File: src/sv/kwm_pkg.sv
`timescale 1ns / 1ps
// ----------------------------------------------------------------------------
// kwm_pkg
// Shared sizes, types and codes for the k-way sorted merge block.
// ----------------------------------------------------------------------------
package kwm_pkg;

    localparam int NUM_LISTS  = 8;
    localparam int LIST_DEPTH = 64;
    localparam int VALUE_BITS = 32;

    localparam int LIST_BITS  = $clog2(NUM_LISTS);
    localparam int LANES      = 1 << LIST_BITS;
    localparam int COUNT_BITS = $clog2(LIST_DEPTH + 1);
    localparam int MEM_DEPTH  = NUM_LISTS * LIST_DEPTH;
    localparam int MEM_ABITS  = $clog2(MEM_DEPTH);
    localparam int TOTAL_BITS = $clog2(MEM_DEPTH + 1);
    localparam int LVL_BITS   = (LIST_BITS > 1) ? $clog2(LIST_BITS) : 1;

    localparam logic [1:0] KIND_LOAD  = 2'd0;
    localparam logic [1:0] KIND_POP   = 2'd1;
    localparam logic [1:0] KIND_CLEAR = 2'd2;

    typedef enum logic [1:0] {
        OP_LOAD,
        OP_POP,
        OP_CLEAR
    } t_op;

    typedef struct packed {
        t_op                    op;
        logic [LIST_BITS-1:0]   list;
        logic [VALUE_BITS-1:0]  data;
    } t_cmd;

    typedef enum logic [1:0] {
        ST_IDLE,
        ST_REDUCE,
        ST_EMIT,
        ST_FILL
    } t_state;

    // sign-extend or cut a 32-bit beat value to the stored width
    function automatic logic [VALUE_BITS-1:0] to_stored(input logic [31:0] v);
        logic [63:0] w;
        w = 64'(signed'(v));
        return w[VALUE_BITS-1:0];
    endfunction

    // sign-extend a stored value, then cut to the 32-bit result field
    function automatic logic [31:0] to_result(input logic [VALUE_BITS-1:0] v);
        logic [63:0] w;
        w = 64'(signed'(v));
        return w[31:0];
    endfunction

endpackage

File: src/sv/kwm_queue.sv
`timescale 1ns / 1ps
// ----------------------------------------------------------------------------
// kwm_queue
// Two-entry command queue between the input stage and the merge engine.
// ----------------------------------------------------------------------------
module kwm_queue
    import kwm_pkg::*;
(
    input  logic i_clk,
    input  logic i_rst_n,
    input  logic i_push,
    input  t_cmd i_cmd,
    output logic o_full,
    output logic o_valid,
    output t_cmd o_cmd,
    input  logic i_pop
);

    t_cmd       r_slot [2];
    logic       r_wptr;
    logic       r_rptr;
    logic [1:0] r_count;
    logic       do_push;
    logic       do_pop;

    assign o_full  = r_count == 2'd2;
    assign o_valid = r_count != 2'd0;
    assign o_cmd   = r_slot[r_rptr];
    assign do_push = i_push && !o_full;
    assign do_pop  = i_pop && o_valid;

    always_ff @(posedge i_clk) begin
        if (!i_rst_n) begin
            r_wptr  <= 1'b0;
            r_rptr  <= 1'b0;
            r_count <= 2'd0;
        end else begin
            if (do_push) begin
                r_wptr <= !r_wptr;
            end
            if (do_pop) begin
                r_rptr <= !r_rptr;
            end
            case ({do_push, do_pop})
                2'b10:   r_count <= r_count + 2'd1;
                2'b01:   r_count <= r_count - 2'd1;
                default: r_count <= r_count;
            endcase
        end
    end

    always_ff @(posedge i_clk) begin
        if (do_push) begin
            r_slot[r_wptr] <= i_cmd;
        end
    end

endmodule

File: config.mk
export PLATFORM = sky130hd
export DESIGN_NAME = kwm_queue
export DESIGN_NICKNAME = d
export VERILOG_FILES = /design/src/sv/kwm_pkg.sv /design/src/sv/kwm_queue.sv
export SDC_FILE = /design/constraint.sdc
export NUM_CORES = 1
export LEC_CHECK = 0
export BUFFER_PORTS_ARGS = -buffer_cell sky130_fd_sc_hd__buf_2
export CAP_MARGIN = 40
export CELL_PAD_IN_SITES_DETAIL_PLACEMENT = 0
export CELL_PAD_IN_SITES_GLOBAL_PLACEMENT = 1
export CORE_MARGIN = 2
export CORE_UTILIZATION = 43
export DETAILED_ROUTE_END_ITERATION = 8
export MAX_ROUTING_LAYER = met4
export PLACE_DENSITY = 0.8
export REMOVE_ABC_BUFFERS = 1
export SLEW_MARGIN = 20
export SYNTH_ARGS = -nofsm -noshare
export SYNTH_HDL_FRONTEND = slang
export SYNTH_SLANG_ARGS = --single-unit
File: constraint.sdc
create_clock -name i_clk -period 2.49 [get_ports i_clk]
set_input_delay 0.1245 -clock i_clk [delete_from_list [all_inputs] [get_ports i_clk]]
set_output_delay 0.1245 -clock i_clk [all_outputs]
set_load 0.005 [all_outputs]
Yosys cells after proc, flatten, opt, wreduce, memory -nomap -nowiden
Memories as Yosys holds them, arrays and structs flattened. A register that Yosys moved wholly into a read port is not among the register bits. Cells that the tools add are included.

Flip-flop bits (word level): 4. Memory bits (writable): 74. Input port bits: 41. Output and inout bits: 39. Memories kept: 1.

Add/sub/neg operators: 2. Equal/unequal tests: 3. Muxes and demuxes: 5. Reduce and logical (&&, ||, !) cells: 7.

Memory list: r_slot (depth 2, width 37, read ports 1, clocked after Yosys merged registers in 1, write ports 1, RTL line kwm_queue.sv:19) `t_cmd r_slot [2];`.

Operators with widths (number): $eq A2 B2 Y1 const B (2); $mux W1 (4); $pmux W2 S2 (1); $reduce_bool A2 Y1 (2); $logic_not A1 Y1 (3); $add A2 B1 Y2 const B (1); $eq A2 B1 Y1 const B (1); $logic_and A1 B1 Y1 (2); $sub A2 B1 Y2 const B (1).

Longest topological paths before layout
Depth after elaboration: 5. Depth in mapped cells: 6. Gate-level depth less buffers: 6.

Worst setup path after synthesis
Ideal clock, no wire load.

Kind: reg2reg. Start: reg r_count[0]. End: mem r_slot[0][0] (netlist bit), enable pin. Setup time: 0.392 ns. Arrival time: 1.635 ns. Data required time: 2.098 ns. Path slack: 0.464 ns. Stages on the path, launching flop included: 5. Path buffers: 0. Period minus slack after synthesis: 2.026 ns. Path through: dfxtp_1 > nand2b_2 > inv_2 > or3_1 > inv_1.

Word-level cells in the longest chain between the ends: 5.

Ends and longest elaborated chain: from (decl) (RTL line kwm_queue.sv:22) `logic [1:0] r_count;`; from (signal assigned) (RTL line kwm_queue.sv:45) `2'b10: r_count <= r_count + 2'd1;`; from (signal assigned) (RTL line kwm_queue.sv:46) `2'b01: r_count <= r_count - 2'd1;`; from (signal assigned) (RTL line kwm_queue.sv:47) `default: r_count <= r_count;`; $eq A2 B2 Y1 (RTL line kwm_queue.sv:26) `assign o_full = r_count == 2'd2;`; via o_full (RTL line kwm_queue.sv:13) `output logic o_full,`; $logic_not A1 Y1 (RTL line kwm_queue.sv:29) `assign do_push = i_push && !o_full;`; $logic_and A1 B1 Y1 (RTL line kwm_queue.sv:29); $mux W1 (RTL line kwm_queue.sv:53) `if (do_push) begin`; $mux W1 (implied by the code) (RTL line kwm_queue.sv:54) `r_slot[r_wptr] <= i_cmd;`; to (decl) (RTL line kwm_queue.sv:19).

The timed path passes the listed nets, and every way through them passes these cells.

==> qor.yml <==
cts_htree_levels: 3
finalWorstPathRequiredPeriod_ps: 1720
peakVddDrop_mv: 0.599
io-pin-count: 80
hold_crit_depth: 2
synthTopCellsByArea: "sky130_fd_sc_hd__edfxtp_1 77%, sky130_fd_sc_hd__mux2_2 14%, sky130_fd_sc_hd__dfxtp_1 3.5%"
lkg_pwr_nw: 1.53
hold_path_class: "primary input to register"
clock-root-buffer: "sky130_fd_sc_hd__clkbuf_8"
grt_max_degree: 28
synthSimpleGateAreaFrac: 0.0194
cts.reportedPaths.clkPinSlew_ps: 70
multiInputGateArea_um2: 546
clock_skew_ps: 4.48
final_min_period_over_clock_period: 0.692
type_of_element_capturing_the_critical_path: "primary output"
synth_common_cells: "74 x sky130_fd_sc_hd__edfxtp_1, 37 x sky130_fd_sc_hd__mux2_2, 5 x sky130_fd_sc_hd__dfxtp_1"
route.vias.total: 1653
power.sequential.fraction: 0.479
hp-start: "i_rst_n"
report.final.setup_viol: 0
largest_buffer_count_on_any_clock_path: 2
drt_first_pass_iters: 4
slew_headroom: 0.752
crit_path_dat_ps: 1600
synth.top_cell.area_share: 0.767
category_of_the_worst_setup_path_launch_point: "register"
numClockSinks: 79
power_density_nw_per_um2: 922
place.port_buffers: 79
postSynthAreaPerCell_um2: 20.6
setup_repair_after_global_routing_missed_its_margin: "no"
ff_latch_area_um2: 2320
detailed_route_vias_per_instance: 4.72
clkPwrFrac: 0.265
wire_per_inst_um: 14.9
achievable-frequency_mhz: 581
die_width_um: 86.1
timing.rr.start: "r_count[0]"
globalRouteTotalUtil: 0.150
synthFlopType: "sky130_fd_sc_hd__edfxtp_1"
drv_cap: 0
power.share.switching: 0.247
globalRouteOverflowTotal: 0
drive_gt1_frac: 0.505
floorplan.core_area_um2: 6420
synthesis.area_um2: 2900
ff2ff_setup_slack_ps: 850
synth.area.mux_share: 0.144
cts_tree: "done"
required_ps: 2370
first_pass_grt_wire_length_mm: 8.05
postRouteWirelength_mm: 5.20
reg2reg_to: "r_slot[0][35]"
final_net_count: 310
layout.core_utilization: 0.623
ys.warnings.count: 0
worst_hold_path.endpoint: "r_count[0]"
synth_fa_ha_area_frac: 0.00432
syn2layout_area_growth_pct: 38.1
combinational_family_with_the_most_area_after_synthesis: "multiplexers"
synth_cells: 141
residual_drc_count: 0
internal-power_mw: 2.78
starting_utilization_of_the_core_area: 0.451
design.die.area_um2: 7410
yosysTopAreaCell: "sky130_fd_sc_hd__edfxtp_1"
combinationalPowerShare: 0.256
dpl.hpwl_mm: 3.19
first_global_vias: 1739
postSynthRegisterBits: 79
number_of_antenna_violations_at_the_first_check_in_global_routing: 0
critPathKind: "register to primary output"
worstPathMaxFanout: 27
synth-compound-area-share: 0.0112
finalMaxSlewViolations: 0
tightestPinTransition_ps: 372
nFillCells: 485
edff_count_synth: 74
drtIter0Drc: 54
report.final.hold_viol_count: 0
worst_r2r_path_depth: 5
postRouteAntennaNets: 0
yosysSeqAreaShare: 0.801
insertion_delay_ps: 330
gp_congestion: 0.666
die_h_um: 86.1
run_status: "completed"
power.switching_mw: 0.911
antenna-diode-count: 0
yosys.cell_types.count: 18
async_reset_ff_frac: 0
synthXorXnorAreaFrac: 0.00907
cts-buffers-inserted: 9
placement_rows: 29
post-synth-top-count-cell: "sky130_fd_sc_hd__edfxtp_1"
setup-tns-final_ps: 0
-- power groups by stage --
stage,Clock (mW),Combinational (mW),Sequential [mW]
floorplan,0,0.483,1.81
CTS,1.01,0.960,1.77
global route,1.07,1.04,1.79
detailed placement,0,0.908,1.80
finish,0.978,0.944,1.77
global placement,0,0.908,1.79
-- layout make-up --
class                           count  area share
Timing Repair Buffer              120       0.205
Clock buffer                       12      0.0338
Multi-Input combinational cell     55       0.136
Clock inverter                      4      0.0175
Tap cell                           77      0.0241
Inverter                            3     0.00281
Sequential cell                    79       0.580
-- metrics by stage --
stage / std cells / total power, mW / setup WS [ps] / cell area, um^2 / hold slack (ps)
2_1_floorplan: 137 / 2.30 / 464 / 2880 / 223
3_3_place_gp: 297 / 2.69 / 862 / 3430 / 313
3_5_place_dp: 297 / 2.71 / 830 / 3430 / 316
4_1_cts: 350 / 3.74 / 733 / 4000 / 39.8
5_1_grt: 350 / 3.89 / 685 / 4000 / 62.7
6_report: 350 / 3.69 / 768 / 4000 / 54.4
-- per-layer routing --
layer	GRT usage	up-vias	wire length (um)
met5	-	-	0
met4	0.0649	0	55
met2	0.231	62	2460
met3	0.0375	8	284
li1	-	797	-
met1	0.191	786	2400
-- repair_timing --
| item | 4_1_cts | 5_1_grt |
|---|---|---|
| buffers inserted | 0 | 0 |
| resized for setup | 0 | 0 |
| hold buffers | 37 | 0 |
| hold endpoints to repair | 74 | 0 |
-- state kept, by name (all words and copies together), names as in the netlist, named ones only --
| name | flops |
|---|---|
| r_wptr | 1 |
| r_count | 2 |
| r_rptr | 1 |
| r_slot | 74 |
-- how the worst max path moves through the flow --
stage          startpoint       endpoint  cells after the start
6_report         register      o_cmd[21]                      3
5_1_grt          register      o_cmd[21]                      3
4_1_cts          register      o_cmd[21]                      3
3_5_place_dp   r_count[0]  r_slot[0][32]                      5
3_3_place_gp   r_count[0]  r_slot[0][35]                      5
2_1_floorplan  r_count[0]   r_slot[0][0]                      4
-- logic make-up (layout without fill, tap and decap cells) --
family	Yosys count	in the layout
flops	79	79
compound gates	5	5
simple gates	9	9
fa+ha+maj	1	1
xor+xnor	3	3
mux	37	37
buf+inv	7	139
-- critical path: stages, from the launching register on --
cell                      delay, ps
sky130_fd_sc_hd__dfxtp_2        520
sky130_fd_sc_hd__buf_12         240
sky130_fd_sc_hd__mux2_2         370
sky130_fd_sc_hd__buf_2          130
-- placed cells by master (no fill, tap or decap) --
cell,netlist,routed
sky130_fd_sc_hd__o21a_1,1,1
sky130_fd_sc_hd__ha_1,1,1
sky130_fd_sc_hd__clkinv_2,0,2
sky130_fd_sc_hd__inv_2,1,1
sky130_fd_sc_hd__and3_2,0,1
sky130_fd_sc_hd__or3_1,2,2
sky130_fd_sc_hd__nand2_1,1,1
sky130_fd_sc_hd__mux2_2,37,37
sky130_fd_sc_hd__dlygate4sd3_1,0,37
sky130_fd_sc_hd__clkbuf_8,0,9
sky130_fd_sc_hd__clkbuf_1,0,3
sky130_fd_sc_hd__and2_1,1,1
sky130_fd_sc_hd__dfxtp_2,0,1
sky130_fd_sc_hd__dfxtp_1,5,4
sky130_fd_sc_hd__bufinv_16,0,2
sky130_fd_sc_hd__nand2b_2,1,1
sky130_fd_sc_hd__buf_2,4,79
sky130_fd_sc_hd__nor2b_1,2,2
sky130_fd_sc_hd__o21ai_0,2,2
sky130_fd_sc_hd__inv_1,2,2
sky130_fd_sc_hd__or2_2,1,1
sky130_fd_sc_hd__a21boi_1,2,2
sky130_fd_sc_hd__buf_4,0,2
sky130_fd_sc_hd__xnor2_1,3,3
sky130_fd_sc_hd__buf_12,0,2
sky130_fd_sc_hd__edfxtp_1,74,74
Note: power is estimated with default switching activity, not from simulation.
