**config.mk**
```make
export PLATFORM = sky130hd
export DESIGN_NAME = kwm_front
export DESIGN_NICKNAME = d
export VERILOG_FILES = /design/src/sv/kwm_pkg.sv /design/src/sv/kwm_front.sv
export SDC_FILE = /design/constraint.sdc
export NUM_CORES = 1
export LEC_CHECK = 0
export BUFFER_PORTS_ARGS = -buffer_cell sky130_fd_sc_hd__buf_2
export CORE_AREA = 4 4 70 59
export DETAILED_ROUTE_END_ITERATION = 16
export DIE_AREA = 0 0 74 63
export GPL_TIMING_DRIVEN = 0
export PLACE_DENSITY = 0.79
export SYNTH_ARGS = -nofsm -noshare
export SYNTH_HDL_FRONTEND = slang
export SYNTH_SLANG_ARGS = --single-unit
```
**constraint.sdc**
```tcl
create_clock -name i_clk -period 2.75 [get_ports i_clk]
set_input_delay 0.6875 -clock i_clk [delete_from_list [all_inputs] [get_ports i_clk]]
set_output_delay 0.6875 -clock i_clk [all_outputs]
set_load 0.01 [all_outputs]
```
**src/sv/kwm_pkg.sv**
```systemverilog
`timescale 1ns / 1ps
// ----------------------------------------------------------------------------
// kwm_pkg
// Shared sizes, types and codes for the k-way sorted merge block.
// ----------------------------------------------------------------------------
package kwm_pkg;

    localparam int NUM_LISTS  = 8;
    localparam int LIST_DEPTH = 64;
    localparam int VALUE_BITS = 32;

    localparam int LIST_BITS  = $clog2(NUM_LISTS);
    localparam int LANES      = 1 << LIST_BITS;
    localparam int COUNT_BITS = $clog2(LIST_DEPTH + 1);
    localparam int MEM_DEPTH  = NUM_LISTS * LIST_DEPTH;
    localparam int MEM_ABITS  = $clog2(MEM_DEPTH);
    localparam int TOTAL_BITS = $clog2(MEM_DEPTH + 1);
    localparam int LVL_BITS   = (LIST_BITS > 1) ? $clog2(LIST_BITS) : 1;

    localparam logic [1:0] KIND_LOAD  = 2'd0;
    localparam logic [1:0] KIND_POP   = 2'd1;
    localparam logic [1:0] KIND_CLEAR = 2'd2;

    typedef enum logic [1:0] {
        OP_LOAD,
        OP_POP,
        OP_CLEAR
    } t_op;

    typedef struct packed {
        t_op                    op;
        logic [LIST_BITS-1:0]   list;
        logic [VALUE_BITS-1:0]  data;
    } t_cmd;

    typedef enum logic [1:0] {
        ST_IDLE,
        ST_REDUCE,
        ST_EMIT,
        ST_FILL
    } t_state;

    // sign-extend or cut a 32-bit beat value to the stored width
    function automatic logic [VALUE_BITS-1:0] to_stored(input logic [31:0] v);
        logic [63:0] w;
        w = 64'(signed'(v));
        return w[VALUE_BITS-1:0];
    endfunction

    // sign-extend a stored value, then cut to the 32-bit result field
    function automatic logic [31:0] to_result(input logic [VALUE_BITS-1:0] v);
        logic [63:0] w;
        w = 64'(signed'(v));
        return w[31:0];
    endfunction

endpackage

```
**src/sv/kwm_front.sv**
```systemverilog
`timescale 1ns / 1ps
// ----------------------------------------------------------------------------
// kwm_front
// Input stage: takes beats, drops ignored kinds and loads to missing lists,
// and hands decoded commands to the queue.
// ----------------------------------------------------------------------------
module kwm_front
    import kwm_pkg::*;
(
    input  logic        i_clk,
    input  logic        i_rst_n,
    input  logic        i_valid,
    output logic        o_stall,
    input  logic [1:0]  i_kind,
    input  logic [2:0]  i_list_index,
    input  logic [31:0] i_value,
    output logic        o_push,
    output t_cmd        o_cmd,
    input  logic        i_full
);

    logic r_valid;
    t_cmd r_cmd;
    logic keep;
    t_cmd cmd;
    logic accept;

    always_comb begin
        keep      = 1'b0;
        cmd.op    = OP_LOAD;
        cmd.list  = LIST_BITS'(i_list_index);
        cmd.data  = to_stored(i_value);
        case (i_kind)
            KIND_LOAD: begin
                keep   = int'(i_list_index) < NUM_LISTS;
                cmd.op = OP_LOAD;
            end
            KIND_POP: begin
                keep   = 1'b1;
                cmd.op = OP_POP;
            end
            KIND_CLEAR: begin
                keep   = 1'b1;
                cmd.op = OP_CLEAR;
            end
            default: keep = 1'b0;
        endcase
    end

    assign o_push  = r_valid && !i_full;
    assign o_cmd   = r_cmd;
    assign o_stall = r_valid && i_full;
    assign accept  = i_valid && !o_stall;

    always_ff @(posedge i_clk) begin
        if (!i_rst_n) begin
            r_valid <= 1'b0;
        end else if (accept) begin
            r_valid <= keep;
        end else if (o_push) begin
            r_valid <= 1'b0;
        end
    end

    always_ff @(posedge i_clk) begin
        if (accept) begin
            r_cmd <= cmd;
        end
    end

endmodule

```
* Yosys cells after proc, flatten, opt, wreduce, memory -nomap -nowiden *
Index checks and enable logic that the tools add are counted.

word-level totals
  register bits = 38
  input port bits = 41
  output and inout port bits = 39
  logic and storage cells = 18

cells by class
  equality and inequality tests = 2
  mux-type cells = 4
  reductions and logical operators = 8

operators by type and width
  cell                  number
  $pmux W2 S2           1
  $logic_and A1 B1 Y1   3
  $mux W1               3
  $reduce_or A3 Y1      1
  $eq A2 B1 Y1 const B  1
  $eq A2 B2 Y1 const B  1
  $logic_not A1 Y1      2
  $logic_not A2 Y1      1
  $reduce_bool A2 Y1    1

* Depth between registers and ports, before layout *
Gate-level depths: netlist of run 1.

  depth after elaboration = 4
  gate-level depth with buffers = 2
  depth with buffers taken out = 2

* Worst setup path after synthesis of run 1 *
No wires, ideal clock.

  path type = input to register
  start point = input port i_full
  end point = register r_cmd (netlist bit o_cmd[0]), enable pin
  library setup time = 0.435 ns
  arrival = 2.522 ns
  required time = 2.315 ns
  path slack = -0.208 ns
  stages = 2
  buffers on the path = 0
  path through = and2_4 nor2b_1

on the way
  word-level cells in the longest chain between the ends = 3

ends and longest elaborated chain
  item                  line             text
  from (decl)           kwm_front.sv:19  input logic i_full
  $logic_and A1 B1 Y1   kwm_front.sv:52  assign o_stall = r_valid && i_full;
  $logic_not A1 Y1      kwm_front.sv:53  assign accept = i_valid && !o_stall;
  $logic_and A1 B1 Y1   kwm_front.sv:53
  net accept            kwm_front.sv:26  logic accept;
  to (signal assigned)  kwm_front.sv:67  r_cmd <= cmd;
  to (decl)             kwm_front.sv:23  t_cmd r_cmd;

The timed path passes the listed nets, and every way through them passes these cells.
A chain may end at the register's enable or synchronous reset.

* Worst setup path in the final report of run 1 *
  start point = input port i_full
  end point = register r_cmd (netlist bit o_cmd[4]), enable pin

The elaborated chain is that of the path after synthesis.

==> metrics.cfg, run 1 <==
[synthesis]
ys_ff_latch = 38
yosysMostFrequentCell = edfxtp_1
seq_area_frac_synth_pct = 95.8
synth_edf_count = 37
synthFlopType = edfxtp_1
synthSimpleGateAreaFrac_pct = 2.97
synth_cells = 45
synth_compound_area_share_pct = 1.27
avgSynthCellArea_sq_um = 26.2
ys_types = 7
ys_async_sr_fraction_pct = 0
synth_area_leaders = edfxtp_1, dfxtp_1, nor2b_1, and2_4, a21boi_0
synth_top_area_share_pct = 94.1
synth_top_family_by_area = simple AND/OR/NAND/NOR gates
synth_area_sq_mm = 0.00118
synth_area_leader_cell = edfxtp_1
syn_nets = 86
synth_xor_area_share_pct = 0
yosys.area_share.adder_pct = 0
synth_mux_area_share_pct = 0
synthTopCellsByCount = edfxtp_1, nor2b_1
synth-warning-count = 0

[routing]
num_vias = 737
wl_mm = 2.36
drcViolationCount = 0
ant_nets = 0
drt_iter0_markers = 10
vias_per_cell = 4.24
post_drt_wl_per_cell_microns = 13.5
dr.pass1.iters = 2

[worst_setup_path]
cp-start-kind = input port
worstRegToRegCells = 2
cp_slowest_cell = nor2b_4
path_buf_inv = 1
worstPathCellList = buf_2 > and2_4 > nor2b_4
critPathKind = input port to flop
r2r_end = o_cmd[4]$_DFFE_PP_
rrSetupSlack_ns = 1.16
cp_num_cells = 3
cp.arrival_ns = 1.71
cp_max_fo = 37
worstSetupEndpointType = flop
cpPeakStageDelay_ns = 0.74
r2r_start = r_valid$_SDFFE_PN0P_
required_ns = 2.65
critPathTopFamily = simple AND/OR/NAND/NOR gates

[sta]
fin_skew_ns = 0.00674
fin_crit_sh_pct = 65.6
slew_headroom_pct = 36.3
hold_viol_final = 0
rsz0062_at_grt = no
fmax_ghz = 0.554
worst_pin_slew_ns = 0.953
fin_crit_ns = 1.81
setup_tns_ns = 0
fin_ws_ns = 0.945
setup_violations = 0
slew_violations = 0

[pwr]
power_leakage_nw = 0.760
p_per_area_mw_per_mm2 = 705
peakVddDrop_v = 0.000456

[finish]
fin_area_sq_mm = 0.00175
nets = 172
drive_gt1_share_pct = 67.4
antenna_cells = 0
area_growth_syn_to_layout_pct = 48.2
fin_util_pct = 51.5

[floorplanning]
coreArea_sq_mm = 0.00340
die_area_sq_mm = 0.00466
die_x_microns = 74
pin_count = 80
initial_core_util_pct = 34.7
die_h_microns = 63
rows = 19

[placement]
place_congestion = 0.732
placed_area_sq_mm = 0.00164
portBuffers = 79
dp_slack_ns = 0.630

[clock_tree]
clock_sinks = 38
cts_resized = 0
cts_buffer_depth = 2
numCtsBuffers = 5
clock_latency_ns = 0.28
cts-root-buf = clkbuf_8
clkTransAtPathRegs_ns = 0.07
h-tree-depth = 2
cts_tree = done
hold_buffers = 0
post-cts-setup-buffer-count = 0

[worst_hold_path]
worstHoldStart = i_value[31]
whs_path_depth = 1
min_to = o_cmd[31]$_DFFE_PP_
hp-class = input port to flop

[job]
cap_viol_max_count = 0

[global_route]
antenna_found_initial = 0
grt_overflow = 0
grt_first_pass_wirelength_mm = 3.65
grt_pass1_vias = 833
grt_max_degree = 38
grt_use_total_pct = 11.1

[outcome]
outcome = finished, final reports clean

per-stage QoR:
stage          hold WS (ns)  instances  power [W]
3_5_place_dp          0.617        166   0.000797
3_3_place_gp          0.586        166   0.000793
6_report              0.573        174    0.00123
4_1_cts               0.560        174    0.00126
2_1_floorplan         0.598         45   0.000732
5_1_grt               0.548        174    0.00130
cells in the final DEF (no fill, tap or decap):
cell | synthesis | layout
nor2b_4 | 0 | 1
bufinv_16 | 0 | 1
nor2b_1 | 3 | 2
buf_2 | 0 | 79
o21a_1 | 1 | 1
edfxtp_1 | 37 | 37
a21boi_0 | 1 | 1
and2b_1 | 1 | 1
clkinvlp_4 | 0 | 2
clkbuf_8 | 0 | 5
dfxtp_1 | 1 | 1
and2_4 | 1 | 1
power breakdown:
part | leakage [nW] | internal [W] | total [W] | switching (W)
combinational | 0.342 | 0.0000452 | 0.0000969 | 0.0000517
sequential | 0.368 | 0.000677 | 0.000684 | 0.00000766
clock | 0.0504 | 0.000269 | 0.000453 | 0.000184
total | 0.760 | 0.000991 | 0.00123 | 0.000243
worst max path at each step:
stage,to,slack (ns),start
2_1_floorplan,o_cmd[0]$_DFFE_PP_,0.50,i_full
6_report,o_cmd[4]$_DFFE_PP_,0.94,i_full
5_1_grt,o_cmd[0]$_DFFE_PP_,0.85,i_full
4_1_cts,o_cmd[25]$_DFFE_PP_,0.94,i_full
3_5_place_dp,o_cmd[25]$_DFFE_PP_,0.63,i_full
3_3_place_gp,o_cmd[25]$_DFFE_PP_,0.15,i_full
worst reg2reg max path, delay by kind of cell, from the launching register on:
kind	cells	cell delay, ns
DFF	1	0.31
and+or+nand+nor	2	0.89
layer usage:
metal  share of wire, %  GRT usage (%)
met1                 31           8.87
met2                 46           17.4
met3                 21           9.49
met4                2.4           7.47
met5                  0              0
state kept, by name (all words and copies together) (netlist names):
name     count
o_cmd       37
r_valid      1
cell type report:
cell class	count	area (sq um)
clock inverter	3	45.0
multi-input combinational	7	57.6
tap	42	52.6
timing repair buffer	79	395
sequential	38	1130
fill	299	1650
clock buffer	5	68.8
logic make-up (layout without fill, tap and decap cells):
family,Yosys count,in the layout
compound gates,2,2
buf+inv,0,87
flops,38,38
simple gates,5,5
Power figures use the tool's default switching activity.
==> run 2: changes to the inputs <==
- clock period: 2.75 -> 1.55 ns (I/O delays scaled with it)
==> run 2 against run 1 <==
Clock power increased by 120%. Clock skew about the same. Critical path depth decreased by 1. Register-to-register slack got worse by 0.90 ns. Power increased by 92%. First-iteration DRC count increased to 5.2 times the previous value. Flip-flop and latch count unchanged. Core utilization increased by 1.1 points. Worst hold slack got worse by 0.30 ns. Global-route usage increased by 0.52 points. Critical path type is now flop to primary output.
==> metrics.cfg, run 2 (synthesis results as in run 1) <==
[outcome]
outcome = finished, final reports clean

[global_route]
grt_use_total_pct = 11.6  ; +0.52 points
grt_overflow = 0  ; unchanged
grt_max_degree = 20  ; -47%
antenna_found_initial = 0  ; unchanged
grt_first_pass_wirelength_mm = 3.93  ; +7.6%
use_met1_pct = 12.1  ; +3.2 points
met2_usage_pct = 17.9  ; +0.55 points
grt_pass1_vias = 823  ; -1.2%
busiest_layer = met2
met3_usage_pct = 6.75  ; -2.7 points

[worst_setup_path]
cpPeakStageDelay_ns = 0.33  ; -0.41 ns
cp.arrival_ns = 0.94  ; -0.77 ns
worstPathCellList = and2_4 > buf_2
cp_max_fo = 4  ; -89%
required_ns = 1.16  ; -1.49 ns
path_buf_inv = 1  ; unchanged
cp-start-kind = flop
critPathTopFamily = flip-flops
critPathKind = flop to primary output
worstSetupEndpointType = primary output
cp_slowest_cell = dfxtp_1

[floorplanning]
rows = 19  ; unchanged
coreArea_sq_mm = 0.00340  ; unchanged
die_x_microns = 74  ; unchanged
die_h_microns = 63  ; unchanged
initial_core_util_pct = 34.7  ; unchanged
die_area_sq_mm = 0.00466  ; unchanged
pin_count = 80  ; unchanged

[sta]
slew_violations = 0  ; unchanged
slew_headroom_pct = 64.9  ; +29 points
hold_viol_final = 0  ; unchanged
holdWs_ns = 0.273  ; -0.300 ns
fmax_ghz = 0.752
rsz0062_at_grt = no
fin_crit_ns = 1.33
setup_tns_ns = 0  ; unchanged
worst_pin_slew_ns = 0.525  ; -0.428 ns
fin_skew_ns = 0.00642  ; -0.000325 ns
setup_violations = 0  ; unchanged
fin_crit_sh_pct = 85.8

[pwr]
power_leakage_nw = 0.786  ; +3.4%
peakVddDrop_v = 0.000962  ; +110%
power.total_w = 0.00237  ; +92%
p_per_area_mw_per_mm2 = 1330  ; +88%

[clock_tree]
cts_buffer_depth = 2  ; unchanged
clkTransAtPathRegs_ns = 0.08  ; about the same
cts_tree = done
clock_latency_ns = 0.28  ; about the same
cts-root-buf = clkbuf_8
numCtsBuffers = 5  ; unchanged
post-cts-setup-buffer-count = 0  ; unchanged
clock_sinks = 38  ; unchanged
h-tree-depth = 2  ; unchanged

[finish]
regArea_sq_mm = 0.00113  ; unchanged
fillerInstances = 295  ; -1.3%
final_cell_mix = buf_2, edfxtp_1, clkbuf_8
multi_input_area_sq_um = 71.3  ; +24%
antenna_cells = 0  ; unchanged
largest_register_ffs = 37  ; unchanged
area_growth_syn_to_layout_pct = 51.4
nets = 173  ; +0.58%
fin_area_sq_mm = 0.00179  ; +2.1%
finalNonFillerCells = 175  ; +0.57%
final_common_cell = buf_2
drive_gt1_share_pct = 67.7  ; +0.24 points

[routing]
drcViolationCount = 0  ; unchanged
ant_nets = 0  ; unchanged
num_vias = 733  ; -0.54%
post_drt_wl_per_cell_microns = 14.4  ; +6.2%
vias_per_cell = 4.19  ; -1.1%
dr.pass1.iters = 3  ; +1
wl_mm = 2.52  ; +6.8%
drt_iter0_markers = 52  ; +42

[placement]
portBuffers = 79  ; unchanged
placed_area_sq_mm = 0.00164  ; unchanged
dp_cells = 166  ; unchanged
place_congestion = 0.750  ; +2.5%

[job]
cap_viol_max_count = 0  ; unchanged

[worst_hold_path]
hp-class = input port to flop

-- run 2: cell types whose count changed in the layout (fill, tap and decap cells not counted), sizes merged --
cell,change
nor2b,+1
clkinv,+1
bufinv,+1
clkinvlp,-2
-- run 2: final timing paths --
kind	startpoint	end	slack, ns	cells past startpoint
setup reg to reg	r_valid$_SDFFE_PN0P_	o_cmd[31]$_DFFE_PP_	0.26	2
setup / recovery	r_valid$_SDFFE_PN0P_	o_stall	0.22	2
hold / removal	i_value[5]	o_cmd[5]$_DFFE_PP_	0.27	1
hold reg to reg	r_valid$_SDFFE_PN0P_	r_valid$_SDFFE_PN0P_	0.67	2
-- run 2: cell type report --
type                       count  share of cell area, %
multi-input combinational      8                   3.99
clock inverter                 3                   3.85
clock buffer                   5                   3.85
tap                           42                   2.94
timing repair buffer          79                   22.1
sequential                    38                   63.3
-- run 2: stage by stage --
stage	util, %	worst slack (ns)
CTS	52.4	0.00781
global route	52.6	0.167
finish	52.6	0.221
floorplan	-	0.0144
detailed placement	48.1	-0.289
global placement	48.1	-0.228
-- run 2: timing repair --
action,4_1_cts,5_1_grt
gates cloned,1,0
resized for setup,0,1
endpoints found under the setup margin,37,18
hold buffers,0,0
-- run 2: worst reg2reg max path, stage by stage, from the launching register on --
cell	delay, ns
dfxtp_1	0.31
and2_4	0.16
nor2b_4	0.44
-- run 2: where the power goes --
group / internal [W] / total [W] / leakage [nW] / switching, W
sequential: 0.00120 / 0.00121 / 0.368 / 0.0000136
clock: 0.000644 / 0.000981 / 0.0683 / 0.000337
combinational: 0.0000829 / 0.000179 / 0.350 / 0.0000958
-- run 2: per-layer routing --
metal | up-vias | share of wire, %
met3 | 4 | 18
met4 | 0 | 1.6
li1 | 350 | -
met1 | 322 | 34
met2 | 57 | 47
met5 | - | 0
==> run 3: changes to the inputs <==
- CORE_AREA: 4 4 70 59 -> 4 4 63 65
- DIE_AREA: 0 0 74 63 -> 0 0 67 69
==> run 3 against run 2 <==
Register-to-register slack hardly changed. Combinational power about the same. Worst hold slack worse by 0.064 ns. Power is 4.9% lower. Core utilization up 0.35 points. Clock power is 12% lower. Non-clock buffer count stayed put. Critical path type unchanged.
==> metrics.cfg, run 3 (synthesis results as in run 1) <==
[outcome]
outcome = finished, final reports clean

[sta]
setup_violations = 0  ; unchanged
fin_skew_ns = 0.0134  ; +0.00695 ns
fin_crit_ns = 1.40  ; +0.0670 ns
slew_violations = 0  ; unchanged
hold_viol_final = 0  ; unchanged
fmax_ghz = 0.716  ; -4.8%
slew_headroom_pct = 65.1  ; +0.16 points
rsz0062_at_grt = no
fin_crit_sh_pct = 90.1  ; +4.3 points
worst_pin_slew_ns = 0.523  ; -0.00246 ns

[routing]
wl_mm = 2.52  ; about the same
num_vias = 749  ; +2.2%
vias_per_cell = 4.18  ; -0.10%
drt_iter0_markers = 15  ; -71%
ant_nets = 0  ; unchanged
post_drt_wl_per_cell_microns = 14.1  ; -2.2%
dr.pass1.iters = 2  ; -1
drcViolationCount = 0  ; unchanged

[global_route]
grt_max_degree = 20  ; unchanged
grt_use_total_pct = 11.4  ; -0.23 points
grt_first_pass_wirelength_mm = 3.76  ; -4.2%
grt_pass1_vias = 807  ; -1.9%
grt_overflow = 0  ; unchanged
antenna_found_initial = 0  ; unchanged

[pwr]
p_sw_share_pct = 19.0  ; +0.22 points
peakVddDrop_v = 0.000648  ; -33%
p_sw_w = 0.000430  ; -3.7%
intPower_w = 0.00183  ; -5.1%
p_per_area_mw_per_mm2 = 1280  ; -3.7%
clkPwrFrac_pct = 38.4  ; -3.0 points
pwr-share-seq_pct = 53.7  ; +2.6 points
power_leakage_nw = 0.776  ; -1.3%
power.total_w = 0.00226  ; -4.9%
combPwrFrac_pct = 7.9  ; +0.4 points

[finish]
final_common_cell = buf_2
fin_util_pct = 52.9  ; +0.35 points
final_cell_mix = buf_2, edfxtp_1, clkbuf_4
drive_gt1_share_pct = 67.7  ; unchanged
antenna_cells = 0  ; unchanged
largest_register_ffs = 37  ; unchanged
area_growth_syn_to_layout_pct = 49.6
nets = 173  ; unchanged

[clock_tree]
clock_sinks = 38  ; unchanged
cts_tree = done
h-tree-depth = 2  ; unchanged
cts-root-buf = clkbuf_4
clkTransAtPathRegs_ns = 0.12  ; +0.04 ns
hold_buffers = 0  ; unchanged
post-cts-setup-buffer-count = 0  ; unchanged
numCtsBuffers = 5  ; unchanged
cts_buffer_depth = 2  ; unchanged
clock_latency_ns = 0.34  ; +0.06 ns

[floorplanning]
die_x_microns = 67  ; -9.5%
pin_count = 80  ; unchanged
rows = 21  ; +2
coreArea_sq_mm = 0.00334  ; -1.8%
initial_core_util_pct = 35.4  ; +0.65 points
die_area_sq_mm = 0.00462  ; -0.84%
die_h_microns = 69  ; +9.5%

[job]
cap_viol_max_count = 0  ; unchanged

[worst_setup_path]
cp.arrival_ns = 1.01  ; +0.07 ns
worstPathCellList = and2_4 > buf_2
cpPeakStageDelay_ns = 0.34  ; about the same
required_ns = 1.16  ; about the same
cp_slowest_cell = dfxtp_1
worstSetupEndpointType = primary output
cp-start-kind = flop
critPathKind = flop to primary output
cp_max_fo = 4  ; unchanged

[placement]
portBuffers = 79  ; unchanged
place_congestion = 0.658  ; -12%

[worst_hold_path]
hp-class = input port to flop

==> run 3: cell count changes in the layout (fill, tap and decap cells not counted) <==
cell | before | now
clkbuf_4 | 0 | 5
clkinv_4 | 1 | 0
clkbuf_8 | 5 | 1
==> run 3: final timing paths <==
| path | slack, ns | start | cells after the start | endpoint |
|---|---|---|---|---|
| worst min register to register | 0.67 | r_valid$_SDFFE_PN0P_ | 2 | r_valid$_SDFFE_PN0P_ |
| worst max register to register | 0.26 | r_valid$_SDFFE_PN0P_ | 2 | o_cmd[9]$_DFFE_PP_ |
| worst max-delay path | 0.15 | r_valid$_SDFFE_PN0P_ | 2 | o_stall |
| worst min-delay path | 0.21 | i_value[27] | 1 | o_cmd[27]$_DFFE_PP_ |
==> run 3: area by class of cell <==
type	count	area, sq um
sequential	38	1130
clock inverter	2	60.1
multi-input combinational	8	71.3
tap	46	57.6
timing repair buffer	79	395
fill	310	1570
clock buffer	6	51.3
==> run 3: worst max-delay path: cells and delay by family (launching register included) <==
kind                   cells  cell delay (ns)
DFF                        1             0.34
buffers and inverters      1             0.14
and+or+nand+nor            1             0.19
==> run 3: power by group through the flow <==
| stage | Sequential (W) | Clock, W | Combinational, W |
|---|---|---|---|
| after floorplan | 0.00127 | 0 | 0.0000290 |
| after global placement | 0.00123 | 0 | 0.000172 |
| after detailed placement | 0.00124 | 0 | 0.000178 |
| after CTS | 0.00122 | 0.000884 | 0.000181 |
| after global routing | 0.00122 | 0.000928 | 0.000194 |
| final | 0.00121 | 0.000867 | 0.000178 |
==> run 3: metal layers <==
metal  wire, microns  vias to the layer above  global-route usage (%)
met2            1120                       60                    16.3
li1                -                      350                       -
met1             961                      334                    13.1
met3             388                        5                    7.95
met4              46                        0                    4.73
met5               0                        -                       0
==> run 3: through the flow <==
stage	setup TNS [ns]	hold slack, ns	instances	setup slack [ns]	instance area [sq um]
3_3_place_gp	-7.84	0.564	170	-0.214	1640
6_report	0	0.209	179	0.154	1770
5_1_grt	0	0.181	179	0.0987	1770
4_1_cts	0	0.198	179	0.0132	1760
2_1_floorplan	0	0.486	45	0.0144	1190
3_5_place_dp	-10.60	0.566	170	-0.288	1640
==> run 3: what timing repair did <==
item                                    CTS  global route
gates resized for setup                   0             1
cloned                                    1             0
endpoints found under the setup margin   37            18
